===== config.mk =====
export PLATFORM = sky130hd
export DESIGN_NAME = x86_shift_rotate_flags_unit
export DESIGN_NICKNAME = d
export VERILOG_FILES = /design/src/xsr_pkg.sv /design/src/x86_shift_rotate_flags_unit.sv
export SDC_FILE = /design/constraint.sdc
export NUM_CORES = 1
export LEC_CHECK = 0
export ABC_AREA = 1
export BUFFER_PORTS_ARGS = -buffer_cell sky130_fd_sc_hd__buf_2
export CAP_MARGIN = 25
export CORE_UTILIZATION = 35
export CTS_CLUSTER_SIZE = 10
export DETAILED_ROUTE_END_ITERATION = 6
export PLACE_DENSITY_LB_ADDON = 0.25
export SLEW_MARGIN = 5
export SYNTH_ARGS = -nofsm -noshare
export SYNTH_HDL_FRONTEND = slang
export SYNTH_SLANG_ARGS = --single-unit

===== constraint.sdc =====
create_clock -name clk -period 6.8 [get_ports clk]
set_input_delay 1.36 -clock clk [delete_from_list [all_inputs] [get_ports clk]]
set_output_delay 1.36 -clock clk [all_outputs]
set_load 0.05 [all_outputs]

===== src/xsr_pkg.sv =====
package xsr_pkg;

	// Operation codes
	typedef enum logic [2:0] {
		CMD_SHL  = 3'd0,
		CMD_SHR  = 3'd1,
		CMD_SAR  = 3'd2,
		CMD_ROL  = 3'd3,
		CMD_ROR  = 3'd4,
		CMD_SHLD = 3'd5,
		CMD_SHRD = 3'd6
	} cmd_t;

	// Flag bit positions
	localparam int unsigned FLAG_CF = 0;
	localparam int unsigned FLAG_PF = 1;
	localparam int unsigned FLAG_ZF = 2;
	localparam int unsigned FLAG_SF = 3;
	localparam int unsigned FLAG_OF = 4;

	localparam int unsigned FLAGS_W = 5;
	localparam int unsigned DATA_W  = 64;
	localparam int unsigned HALF_W  = 32;

	// Count masks for 64-bit and 32-bit operation
	localparam logic [5:0] CNT_MASK64 = 6'h3f;
	localparam logic [5:0] CNT_MASK32 = 6'h1f;

	// Per-request control carried down the pipeline
	typedef struct packed {
		cmd_t                 cmd;
		logic                 wide;
		logic                 pass;
		logic                 one;
		logic                 xtop;
		logic [FLAGS_W-1:0]   flags;
	} ctl_t;

endpackage


===== src/x86_shift_rotate_flags_unit.sv =====
// An accepted request passes through four registered stages before its result is valid.
// Throughput: one request per cycle; the four stages stall only when the
// result is held and every stage ahead of it is occupied.
// Stages: decode and funnel setup, byte shift, bit shift, result and flags.
// Reset (arst_n low) clears all stage valid bits asynchronously.
module x86_shift_rotate_flags_unit (
	input  logic                          clk,
	input  logic                          arst_n,
	input  logic                          req_valid,
	output logic                          req_stall,
	input  logic [2:0]                    cmd,
	input  logic                          wide,
	input  logic [xsr_pkg::DATA_W-1:0]    operand,
	input  logic [xsr_pkg::DATA_W-1:0]    fill,
	input  logic [7:0]                    count,
	input  logic [xsr_pkg::FLAGS_W-1:0]   flags_in,
	output logic                          res_valid,
	input  logic                          res_stall,
	output logic [xsr_pkg::DATA_W-1:0]    result,
	output logic [xsr_pkg::FLAGS_W-1:0]   flags_out
);
	import xsr_pkg::*;

	// Pipeline handshake: a stage loads when empty or when the next one moves
	logic v_s1, v_s2, v_s3, v_s4;
	logic rdy1, rdy2, rdy3, rdy4;

	assign rdy4      = !v_s4 || !res_stall;
	assign rdy3      = !v_s3 || rdy4;
	assign rdy2      = !v_s2 || rdy3;
	assign rdy1      = !v_s1 || rdy2;
	assign req_stall = !rdy1;
	assign res_valid = v_s4;

	always_ff @(posedge clk or negedge arst_n) begin
		if (!arst_n) begin
			v_s1 <= 1'b0;
			v_s2 <= 1'b0;
			v_s3 <= 1'b0;
			v_s4 <= 1'b0;
		end else begin
			if (rdy1) v_s1 <= req_valid;
			if (rdy2) v_s2 <= v_s1;
			if (rdy3) v_s3 <= v_s2;
			if (rdy4) v_s4 <= v_s3;
		end
	end

	// Stage 1: mask count, pick funnel halves and right-shift amount
	logic [DATA_W-1:0]   x, fi, hi, lo;
	logic [5:0]          cnt;
	logic [6:0]          wbits, lamt;
	logic                sgn, pass, left;
	logic [5:0]          amt;
	logic [2*DATA_W-1:0] cat;
	ctl_t                ctl_d;

	always_comb begin
		x     = wide ? operand : {{HALF_W{1'b0}}, operand[HALF_W-1:0]};
		fi    = wide ? fill : {{HALF_W{1'b0}}, fill[HALF_W-1:0]};
		cnt   = count[5:0] & (wide ? CNT_MASK64 : CNT_MASK32);
		wbits = wide ? 7'd64 : 7'd32;
		lamt  = wbits - {1'b0, cnt};
		sgn   = wide ? operand[DATA_W-1] : operand[HALF_W-1];
		pass  = (cnt == 6'd0) || (cmd > 3'(CMD_SHRD));
		left  = (cmd == 3'(CMD_SHL)) || (cmd == 3'(CMD_SHLD)) || (cmd == 3'(CMD_ROL));
		case (cmd_t'(cmd))
			CMD_SHL:  begin hi = x;              lo = '0; end
			CMD_SHLD: begin hi = x;              lo = fi; end
			CMD_ROL:  begin hi = x;              lo = x;  end
			CMD_ROR:  begin hi = x;              lo = x;  end
			CMD_SHR:  begin hi = '0;             lo = x;  end
			CMD_SAR:  begin hi = {DATA_W{sgn}};  lo = x;  end
			CMD_SHRD: begin hi = fi;             lo = x;  end
			default:  begin hi = '0;             lo = x;  end
		endcase
		if (pass) begin
			cat = {{DATA_W{1'b0}}, x};
			amt = 6'd0;
		end else begin
			cat = wide ? {hi, lo}
			           : {{DATA_W{1'b0}}, hi[HALF_W-1:0], lo[HALF_W-1:0]};
			amt = left ? lamt[5:0] : cnt;
		end
		ctl_d.cmd   = cmd_t'(cmd);
		ctl_d.wide  = wide;
		ctl_d.pass  = pass;
		ctl_d.one   = (cnt == 6'd1);
		ctl_d.xtop  = sgn;
		ctl_d.flags = flags_in;
	end

	logic [2*DATA_W-1:0] cat_s1;
	logic [5:0]          amt_s1;
	ctl_t                ctl_s1;

	always_ff @(posedge clk) begin
		if (rdy1 && req_valid) begin
			cat_s1 <= cat;
			amt_s1 <= amt;
			ctl_s1 <= ctl_d;
		end
	end

	// Stage 2: coarse shift by whole bytes; guard bit below keeps the last bit out
	logic [2*DATA_W:0] grd;
	logic [72:0]       coarse_s2;
	logic [2:0]        fine_s2;
	ctl_t              ctl_s2;

	assign grd = {cat_s1, 1'b0} >> {amt_s1[5:3], 3'b000};

	always_ff @(posedge clk) begin
		if (rdy2 && v_s1) begin
			coarse_s2 <= grd[72:0];
			fine_s2   <= amt_s1[2:0];
			ctl_s2    <= ctl_s1;
		end
	end

	// Stage 3: fine shift by the low three bits
	logic [72:0] fsh;
	logic [65:0] sh_s3;
	ctl_t        ctl_s3;

	assign fsh = coarse_s2 >> fine_s2;

	always_ff @(posedge clk) begin
		if (rdy3 && v_s2) begin
			sh_s3  <= fsh[65:0];
			ctl_s3 <= ctl_s2;
		end
	end

	// Stage 4: extract result, compute flags, hold for the consumer
	logic [DATA_W-1:0]  r;
	logic               rtop, rtop1, cf, of, rot;
	logic [FLAGS_W-1:0] fl;

	always_comb begin
		r     = ctl_s3.wide ? sh_s3[DATA_W:1] : {{HALF_W{1'b0}}, sh_s3[HALF_W:1]};
		rtop  = ctl_s3.wide ? r[DATA_W-1] : r[HALF_W-1];
		rtop1 = ctl_s3.wide ? r[DATA_W-2] : r[HALF_W-2];
		of    = ctl_s3.flags[FLAG_OF];
		rot   = 1'b0;
		case (ctl_s3.cmd)
			CMD_SHL, CMD_SHLD: begin
				cf = ctl_s3.wide ? sh_s3[DATA_W+1] : sh_s3[HALF_W+1];
				of = ctl_s3.one ? (rtop ^ cf) : 1'b0;
			end
			CMD_SHR: begin
				cf = sh_s3[0];
				if (ctl_s3.one) of = ctl_s3.xtop;
			end
			CMD_SAR: begin
				cf = sh_s3[0];
				if (ctl_s3.one) of = 1'b0;
			end
			CMD_ROL: begin
				rot = 1'b1;
				cf  = r[0];
				if (ctl_s3.one) of = rtop ^ r[0];
			end
			CMD_ROR: begin
				rot = 1'b1;
				cf  = rtop;
				if (ctl_s3.one) of = rtop ^ rtop1;
			end
			default: begin
				cf = sh_s3[0];
				if (ctl_s3.one) of = rtop ^ rtop1;
			end
		endcase
		fl = ctl_s3.flags;
		if (!ctl_s3.pass) begin
			fl[FLAG_CF] = cf;
			fl[FLAG_OF] = of;
			if (!rot) begin
				fl[FLAG_PF] = ~(^r[7:0]);
				fl[FLAG_ZF] = (r == '0);
				fl[FLAG_SF] = rtop;
			end
		end
	end

	logic wide_s4;

	always_ff @(posedge clk) begin
		if (rdy4 && v_s3) begin
			result    <= r;
			flags_out <= fl;
			wide_s4   <= ctl_s3.wide;
		end
	end

`ifndef SYNTHESIS
	// A zero count or unused code must leave the flags untouched
	a_pass_flags: assert property (@(posedge clk) disable iff (!arst_n)
		v_s3 && rdy4 && ctl_s3.pass |=> flags_out == $past(ctl_s3.flags))
		else $error("pass-through request changed flags");

	// Rotates keep PF, ZF and SF
	a_rot_flags: assert property (@(posedge clk) disable iff (!arst_n)
		v_s3 && rdy4 && (ctl_s3.cmd == CMD_ROL || ctl_s3.cmd == CMD_ROR)
		|=> flags_out[FLAG_SF:FLAG_PF] == $past(ctl_s3.flags[FLAG_SF:FLAG_PF]))
		else $error("rotate altered PF, ZF or SF");

	// 32-bit results are zero-extended
	a_zext: assert property (@(posedge clk) disable iff (!arst_n)
		res_valid && !wide_s4 |-> result[DATA_W-1:HALF_W] == '0)
		else $error("32-bit result not zero-extended");

	// An occupied result stage that is stalled blocks the stage behind it
	a_hold: assert property (@(posedge clk) disable iff (!arst_n)
		v_s4 && res_stall && v_s3 |=> v_s3 && v_s4)
		else $error("pipeline dropped a request under stall");
`endif

endmodule

==> results of run 1 <==
[routing by layer]
| layer | GRT usage, % | share of wire (%) | vias to the layer above |
|---|---|---|---|
| met2 | 34.6 | 46 | 651 |
| met4 | 10.6 | 4.9 | 2 |
| met5 | 0 | 0.020 | - |
| met3 | 2.62 | 5.7 | 124 |
| li1 | - | - | 8492 |
| met1 | 29.2 | 44 | 8057 |
[state kept, by name (all words and copies together) (netlist names)]
signal,cells
amt_s1,6
cat_s1,128
coarse_s2,73
ctl_s1,12
ctl_s2,12
ctl_s3,12
fine_s2,3
flags_out,5
res_valid,1
result,64
sh_s3,66
v_s1,1
v_s2,1
v_s3,1
[final cells by class]
cell class	count	area, um2	share of cell area (%)
repair buffers	246	1370	5.77
well taps	765	957	4.03
inverters	161	604	2.55
clock inverters	11	141	0.596
multi-input cells	1706	7860	33.1
clock buffers	63	1260	5.30
flip-flops and latches	385	11500	48.6
[worst reg2reg max path: stages (launching register included)]
cell and delay [ns]:
edfxtp_1 0.36, buf_4 0.35, inv_2 0.65, buf_4 0.50
o21ai_0 0.23, nand2_1 0.09, o21ai_0 0.19, o21ai_0 0.51
[metrics by stage]
stage	setup slack, ns	util (%)	area, um2	cells
after floorplan	0.631	-	20700	2414
after global placement	2.79	38.4	22300	3260
after detailed placement	2.76	38.4	22300	3261
after CTS	2.88	40.8	23700	3335
after global routing	2.73	40.9	23700	3337
final	2.89	40.9	23700	3337
[power groups by stage]
stage	clock, W	sequential [W]	combinational [W]
3_3_place_gp	0	0.00327	0.00159
5_1_grt	0.00245	0.00326	0.00177
6_report	0.00231	0.00322	0.00160
2_1_floorplan	0	0.00345	0.000883
3_5_place_dp	0	0.00328	0.00160
4_1_cts	0.00237	0.00323	0.00161
[Yosys cell counts (9+ instances only)]
cell,count,area [um2]
nor2_1,68,255
edfxtp_1,381,11400
buf_1,15,56.3
or2_2,18,113
nand2_1,857,3220
buf_2,53,265
clkbuf_1,85,319
nand3_1,263,1320
a22oi_1,9,67.6
mux2i_1,39,390
o21ai_0,287,1440
a21oi_1,47,235
inv_2,9,33.8
nand4_1,16,100
a31oi_1,64,400
inv_1,150,563
[how the worst min path moves through the flow]
| stage | startpoint | slack [ns] | to | depth (start not counted) |
|---|---|---|---|---|
| global placement | ctl_s2[7] | 0.40 | ctl_s3[7] | 0 |
| floorplan | ctl_s1[0] | 0.40 | ctl_s2[0] | 0 |
| CTS | amt_s1[0] | 0.41 | fine_s2[0] | 0 |
| detailed placement | ctl_s1[0] | 0.40 | ctl_s2[0] | 0 |
| finish | ctl_s1[0] | 0.42 | ctl_s2[0] | 0 |
| global route | ctl_s2[4] | 0.42 | ctl_s3[4] | 0 |
[cell families (layout without fill, tap and decap cells)]
group                    after synthesis  in the layout  share of synthesized area (%)
multiplexers                          39             39                           1.89
AND/OR/NAND/NOR                     1235           1235                           24.6
XOR/XNOR                               4              4                          0.169
adder cells (fa/ha/maj)                6              6                          0.363
flip-flops                           385            385                           55.8
buffers and inverters                323            481                           6.40
AO/OA/AOI/OAI                        422            422                           10.8
==> results.cfg, run 1 <==
[sta]
rsz0062_at_grt = no
hold_violations = 0
fmaxAchievable_mhz = 255
hold_slack_ns = 0.416
tightest_slew_ns = 0.978
period_share_pct = 57.6
final.setup.tns_ns = 0
slew_headroom_pct = 34.8
drv_slew = 0
fin_skew_ns = 0.0136
setup_viol = 0
post-route-min-period_ns = 3.91

[logic_synthesis]
yosysWarningCount = 0
syn_nets = 2569
netlist_instances = 2414
synth_cell_types = 34
ys_seq_area_share_pct = 55.8
ys_seq_elements = 385
syn_avg_cell_area_um2 = 8.57
synth-async-reset-ratio_pct = 1.04
synth-edff-count = 381
syn_area_um2 = 20700
synth_flop_cell = edfxtp_1

[die]
dieArea_um2 = 60100
rows = 88
core_area_um2 = 58000
start_util_pct = 35.7
die_x_um = 245
num_io_pins = 220
dieHeight_um = 245

[clock_network]
cts-root-buf = clkbuf_16
htree_levels = 2
clk_pin_slew_ns = 0.05
cts-hold-fix-buffers = 0
clkSinkCount = 385
cts_buffers = 47
clk-insertion-delay-late_ns = 0.60
cts_resized = 0
post_cts_buffers = 0
cts_max_path_buffers = 3
cts_tree = built

[power]
switching_power_w = 0.00229
p_sw_share_pct = 32.1
p_leak_nw = 10.2
pwr-share-seq_pct = 45.2
clkPwrFrac_pct = 32.4
power.total_w = 0.00714
p_int_w = 0.00484
ir_drop_uv = 195
power_frac_comb_pct = 22.5
powerDensity_nw_per_um2 = 301

[worst_setup_path]
cp_top_family = simple AND/OR/NAND/NOR gates
cp_cell_sequence = buf_2 > nand2_1 > nor2_1 > inv_1 > nor2_1 > inv_1 > nor2_1 > buf_2
setup.worst_path.end_class = output port
cp-endpoint = req_stall
critPathKind = in2out
reg2reg_depth = 7
worstPathMaxFanout = 3
cp-startpoint = res_stall
cp-start-kind = input pin
worstReg2RegEnd = coarse_s2[37]
cp_num_buf_inv = 4
r2r-start = amt_s1[3]
r2r_setup_slack_ns = 3.65
required_ns = 5.44
slowest_delay_ns = 0.32
slowest_stage = buf_2
cp_data_arrival_time_ns = 2.55
crit_top_cell = nor2_1
path_depth = 8

[placement]
gp_congestion = 0.927
io_buffers = 217
dp_hpwl_mm = 49.2

[detailed_routing]
drtIter0Drc = 1466
wirelength_mm = 65.4
vias = 17300
viasPerCell = 5.19
drtAntennaViolNets = 0
dr.pass1.iters = 7
drc_errors = 0
wl_per_cell_um = 19.6

[global_route]
grt_first_pass_wirelength_mm = 98.2
grt_pass1_vias = 16300
grt_max_degree = 147
antenna_found_initial = 1
grt_use_total_pct = 21.7
grt_remaining_overflow = 0

[finish]
fin_nets = 2702
area_growth_pct = 14.7
layout-drive-gt1-share_pct = 13.3
antenna_cells = 0
layout_commonest_cell = nand2_1
final_cell_mix = 856 x nand2_1, 381 x edfxtp_1, 287 x o21ai_0
fillers = 5835

[min_path]
hold_path_class = reg2reg

[job]
cap_violations = 0

[run_status]
outcome = complete, no violations
(Power assumes the default switching activity.)
==> inputs of run 2 (changes only) <==
Clock period 6.8 ns to 3.7 ns, I/O delays scaled along.
==> run 2 against run 1 <==
Against the previous run: global-route usage is 0.39 points higher; non-clock buffer count up 25; critical endpoint unchanged; sequential share of layout area fell by 0.53 points; first-iteration DRC count fell by 5.0%; largest power group unchanged; hold slack lost 0.094 ns; register-to-register slack lost 2.3 ns; clock power is 80% higher; wire length grew 2.6%.
==> results.cfg, run 2 (synthesized netlist as in run 1, its figures left out) <==
[run_status]
outcome = complete, no violations

[finish]
layout-drive-gt1-share_pct = 14.2
seqCellArea_um2 = 11500
top_register = cat_s1
multiInputGateArea_um2 = 7870
fin_nets = 2726
fillers = 5794
area_growth_pct = 16.0
reg_top3 = cat_s1 x128, coarse_s2 x73, sh_s3 x66
largest_register_ffs = 128
antenna_cells = 0
final_cell_mix = 856 x nand2_1, 381 x edfxtp_1, 287 x o21ai_0
layout_commonest_cell = nand2_1
postLayoutCoreUtil_pct = 41.4

[global_route]
grt_use_met2_pct = 37.0
grt_first_pass_wirelength_mm = 99.0
busiest_layer = met2
grt_use_total_pct = 22.1
grt_remaining_overflow = 0
grt_max_degree = 130
grt_util_met3_pct = 3.25
grt_pass1_vias = 16200
met1_usage_pct = 29.0
antenna_found_initial = 0

[placement]
dp_hpwl_mm = 52.0
io_buffers = 217
gp_congestion = 0.927

[sta]
post-route-min-period_ns = 2.70
tightest_slew_ns = 1.03
fin_skew_ns = 0.0200
period_share_pct = 72.9
drv_slew = 0
setup_viol = 0
slew_headroom_pct = 30.9
fmaxAchievable_mhz = 371
hold_violations = 0
rsz0062_at_grt = no
hold_slack_ns = 0.322

[detailed_routing]
wl_per_cell_um = 20.0
drtIter0Drc = 1393
dr.pass1.iters = 6
vias = 17300
viasPerCell = 5.15
drc_errors = 0
drtAntennaViolNets = 0
wirelength_mm = 67.1

[die]
start_util_pct = 35.7
die_x_um = 245
dieArea_um2 = 60100
rows = 88
core_area_um2 = 58000
dieHeight_um = 245
num_io_pins = 220

[clock_network]
cts-root-buf = clkbuf_16
clkSinkCount = 385
htree_levels = 2
cts_resized = 0
clk_pin_slew_ns = 0.05
cts_max_path_buffers = 3
clk-insertion-delay-late_ns = 0.61
cts_tree = built
cts_buffers = 46
cts-hold-fix-buffers = 1
post_cts_buffers = 0

[worst_setup_path]
critPathKind = reg2out
cp-start-kind = flop
setup.worst_path.end_class = output port
required_ns = 2.96
cp_data_arrival_time_ns = 1.96
worstPathMaxFanout = 3

[power]
powerDensity_nw_per_um2 = 546
power_frac_comb_pct = 23.0
p_int_w = 0.00885
p_sw_share_pct = 32.5
clkPwrFrac_pct = 31.6
ir_drop_uv = 325
p_leak_nw = 10.3
switching_power_w = 0.00426
power.total_w = 0.0131
pwr-share-seq_pct = 45.4

[job]
cap_violations = 0

[min_path]
hold_path_class = in2reg
==> run 2: critical path: stages (launching register included) <==
cell and delay, ns:
dfrtp_1 0.41, nand2_1 0.09, nor2_1 0.11, inv_1 0.08
nor2_2 0.19, inv_2 0.08, nor2_4 0.14, buf_2 0.28
==> run 2: through the flow <==
step                instance area, um2  worst slack (ns)  TNS, ns  instances
finish                           24000              1.00        0       3356
global route                     24000             0.858        0       3356
floorplan                        20700           -0.0608    -8.94       2414
global placement                 22600             0.745        0       3286
CTS                              24000             0.940        0       3355
detailed placement               22600             0.671        0       3286
==> run 2: routing by layer <==
layer,up-vias,share of wire (%)
met5,-,0
met4,0,3.4
met3,95,5.7
met2,651,47
met1,8014,44
li1,8526,-
==> run 2: layout make-up <==
cell class | instances | share of cell area, %
flip-flops and latches | 385 | 48.1
multi-input cells | 1706 | 32.8
repair buffers | 271 | 7.02
clock buffers | 57 | 4.97
well taps | 765 | 3.99
inverters | 161 | 2.52
clock inverters | 11 | 0.600
==> run 2: power by group through the flow <==
stage          registers (W)  logic [W]  clock network, W
6_report             0.00595    0.00301           0.00415
5_1_grt              0.00600    0.00333           0.00438
4_1_cts              0.00595    0.00302           0.00424
3_5_place_dp         0.00604    0.00302                 0
3_3_place_gp         0.00603    0.00300                 0
2_1_floorplan        0.00631    0.00163                 0
==> run 2: final timing paths <==
check	slack, ns	from	depth (start not counted)	endpoint
setup / recovery	1.00	res_valid	7	req_stall
hold / removal	0.32	flags_in[4]	1	ctl_s1[4]
setup reg to reg	1.33	amt_s1[4]	3	coarse_s2[13]
hold reg to reg	0.41	ctl_s2[7]	0	ctl_s3[7]
max in group asynchronous	3.10	arst_n	2	res_valid
min in group asynchronous	0.48	arst_n	2	v_s1
==> inputs of run 3 (changes only) <==
Clock period 3.7 ns to 2.55 ns, I/O delays scaled along.
==> run 3 against run 2 <==
Against the previous run: sequential power up 45%; die area unchanged; combinational power up 52%; total power up 44%; final area up 1.7%; largest cell class unchanged.
==> results.cfg, run 3 (synthesized netlist as in run 1, its figures left out) <==
[die]
start_util_pct = 35.7
num_io_pins = 220
die_x_um = 245
dieHeight_um = 245
rows = 88
core_area_um2 = 58000
dieArea_um2 = 60100

[sta]
post-route-min-period_ns = 2.38
hold_slack_ns = 0.113
fmaxAchievable_mhz = 420
rsz0062_at_grt = no
drv_slew = 0
setup_slack_ns = 0.170
final.setup.tns_ns = 0
tightest_slew_ns = 0.714
setup_viol = 0
slew_headroom_pct = 52.4
hold_violations = 0
period_share_pct = 93.3
fin_skew_ns = 0.0289

[worst_setup_path]
r2r_setup_slack_ns = 0.32
cp-start-kind = flop
required_ns = 2.04
setup.worst_path.end_class = output port
worstPathMaxFanout = 3
cp_data_arrival_time_ns = 1.87
critPathKind = reg2out
cp-startpoint = res_valid
r2r-start = amt_s1[3]

[clock_network]
clkSinkCount = 385
clk_pin_slew_ns = 0.05
post_cts_buffers = 0
cts_buffers = 45
cts-hold-fix-buffers = 1
cts_tree = built
cts_resized = 0
cts_max_path_buffers = 3
cts-root-buf = clkbuf_16
htree_levels = 2
clk-insertion-delay-late_ns = 0.60

[finish]
area_growth_pct = 17.9
final_cell_mix = 856 x nand2_1, 381 x edfxtp_1, 287 x o21ai_0
largest_register_ffs = 128
top_register = cat_s1
layout_commonest_cell = nand2_1
final_area_um2 = 24400
reg_top3 = cat_s1 x128, coarse_s2 x73, sh_s3 x66
fin_nets = 2775
layout-drive-gt1-share_pct = 15.7

[power]
p_sw_share_pct = 32.6
clkPwrFrac_pct = 29.9
ir_drop_uv = 523
p_int_w = 0.0127
powerDensity_nw_per_um2 = 773
switching_power_w = 0.00615
power_frac_comb_pct = 24.3
p_leak_nw = 10.5
pwr-share-seq_pct = 45.7

[placement]
pre_cts_ws_ns = 0.212
gp_congestion = 0.915
dp_hpwl_mm = 54.2
dpl_cell_area_um2 = 23200
io_buffers = 217

[global_route]
grt_util_met3_pct = 3.03
busiest_layer = met2
antenna_found_initial = 1
grt_remaining_overflow = 0
grt_use_met2_pct = 38.3
grt_first_pass_wirelength_mm = 101
grt_use_total_pct = 22.7
grt_pass1_vias = 16600
grt_max_degree = 120
met1_usage_pct = 29.6

[detailed_routing]
vias = 17600
wirelength_mm = 68.9
wl_per_cell_um = 20.3
drtAntennaViolNets = 0
drc_errors = 0
dr.pass1.iters = 6
viasPerCell = 5.19
drtIter0Drc = 1320

[min_path]
hold_start = flags_in[3]
hold_path_class = in2reg

[run_status]
outcome = complete, no violations

[job]
cap_violations = 0
==> run 3: cell count changes in the layout (fill, tap and decap cells not counted), sizes merged <==
cell      delta
inv          -1
bufinv       -2
clkbuf       +2
buf         +50
clkinvlp     +1
diode        +1
clkinv       -4
==> run 3: layer usage <==
layer  routed length (um)  up-vias
li1                     -     8618
met1                29800     8220
met2                32700      685
met3                 3830      123
met4                 2640        2
met5                   17        -
==> run 3: power groups by stage <==
stage / registers [W] / clock network, W / logic [W]
after floorplan: 0.00916 / 0 / 0.00236
after global placement: 0.00875 / 0 / 0.00457
after detailed placement: 0.00877 / 0 / 0.00461
after CTS: 0.00865 / 0.00577 / 0.00462
after global routing: 0.00871 / 0.00600 / 0.00505
final: 0.00863 / 0.00565 / 0.00459
==> run 3: stage by stage <==
stage	util [%]	total power (W)	cells
after floorplan	-	0.0115	2414
after global routing	42.0	0.0198	3402
after global placement	39.9	0.0133	3337
after CTS	42.0	0.0190	3402
after detailed placement	39.9	0.0134	3337
final	42.1	0.0189	3403
==> run 3: cell type report <==
type | count | area (um2)
fill | 5763 | 33600
antenna | 1 | 2.50
clock inverter | 5 | 55.1
timing repair buffer | 321 | 2180
inverter | 161 | 608
tap | 765 | 957
sequential | 385 | 11500
multi-input combinational | 1706 | 7870
clock buffer | 59 | 1180
==> run 3: final timing paths <==
kind,depth (start not counted),to
worst min register to register,0,ctl_s2[10]
worst max-delay path,7,req_stall
min in group asynchronous,2,res_valid
worst max register to register,6,coarse_s2[66]
worst min-delay path,1,ctl_s1[3]
max in group asynchronous,2,res_valid
==> run 3: worst max-delay path, cell delays in order, from the launching register on <==
cell	delay (ns)
dfrtp_2	0.39
nand2_1	0.07
nor2_1	0.08
inv_1	0.07
nor2_2	0.17
inv_2	0.08
nor2_4	0.14
buf_2	0.28
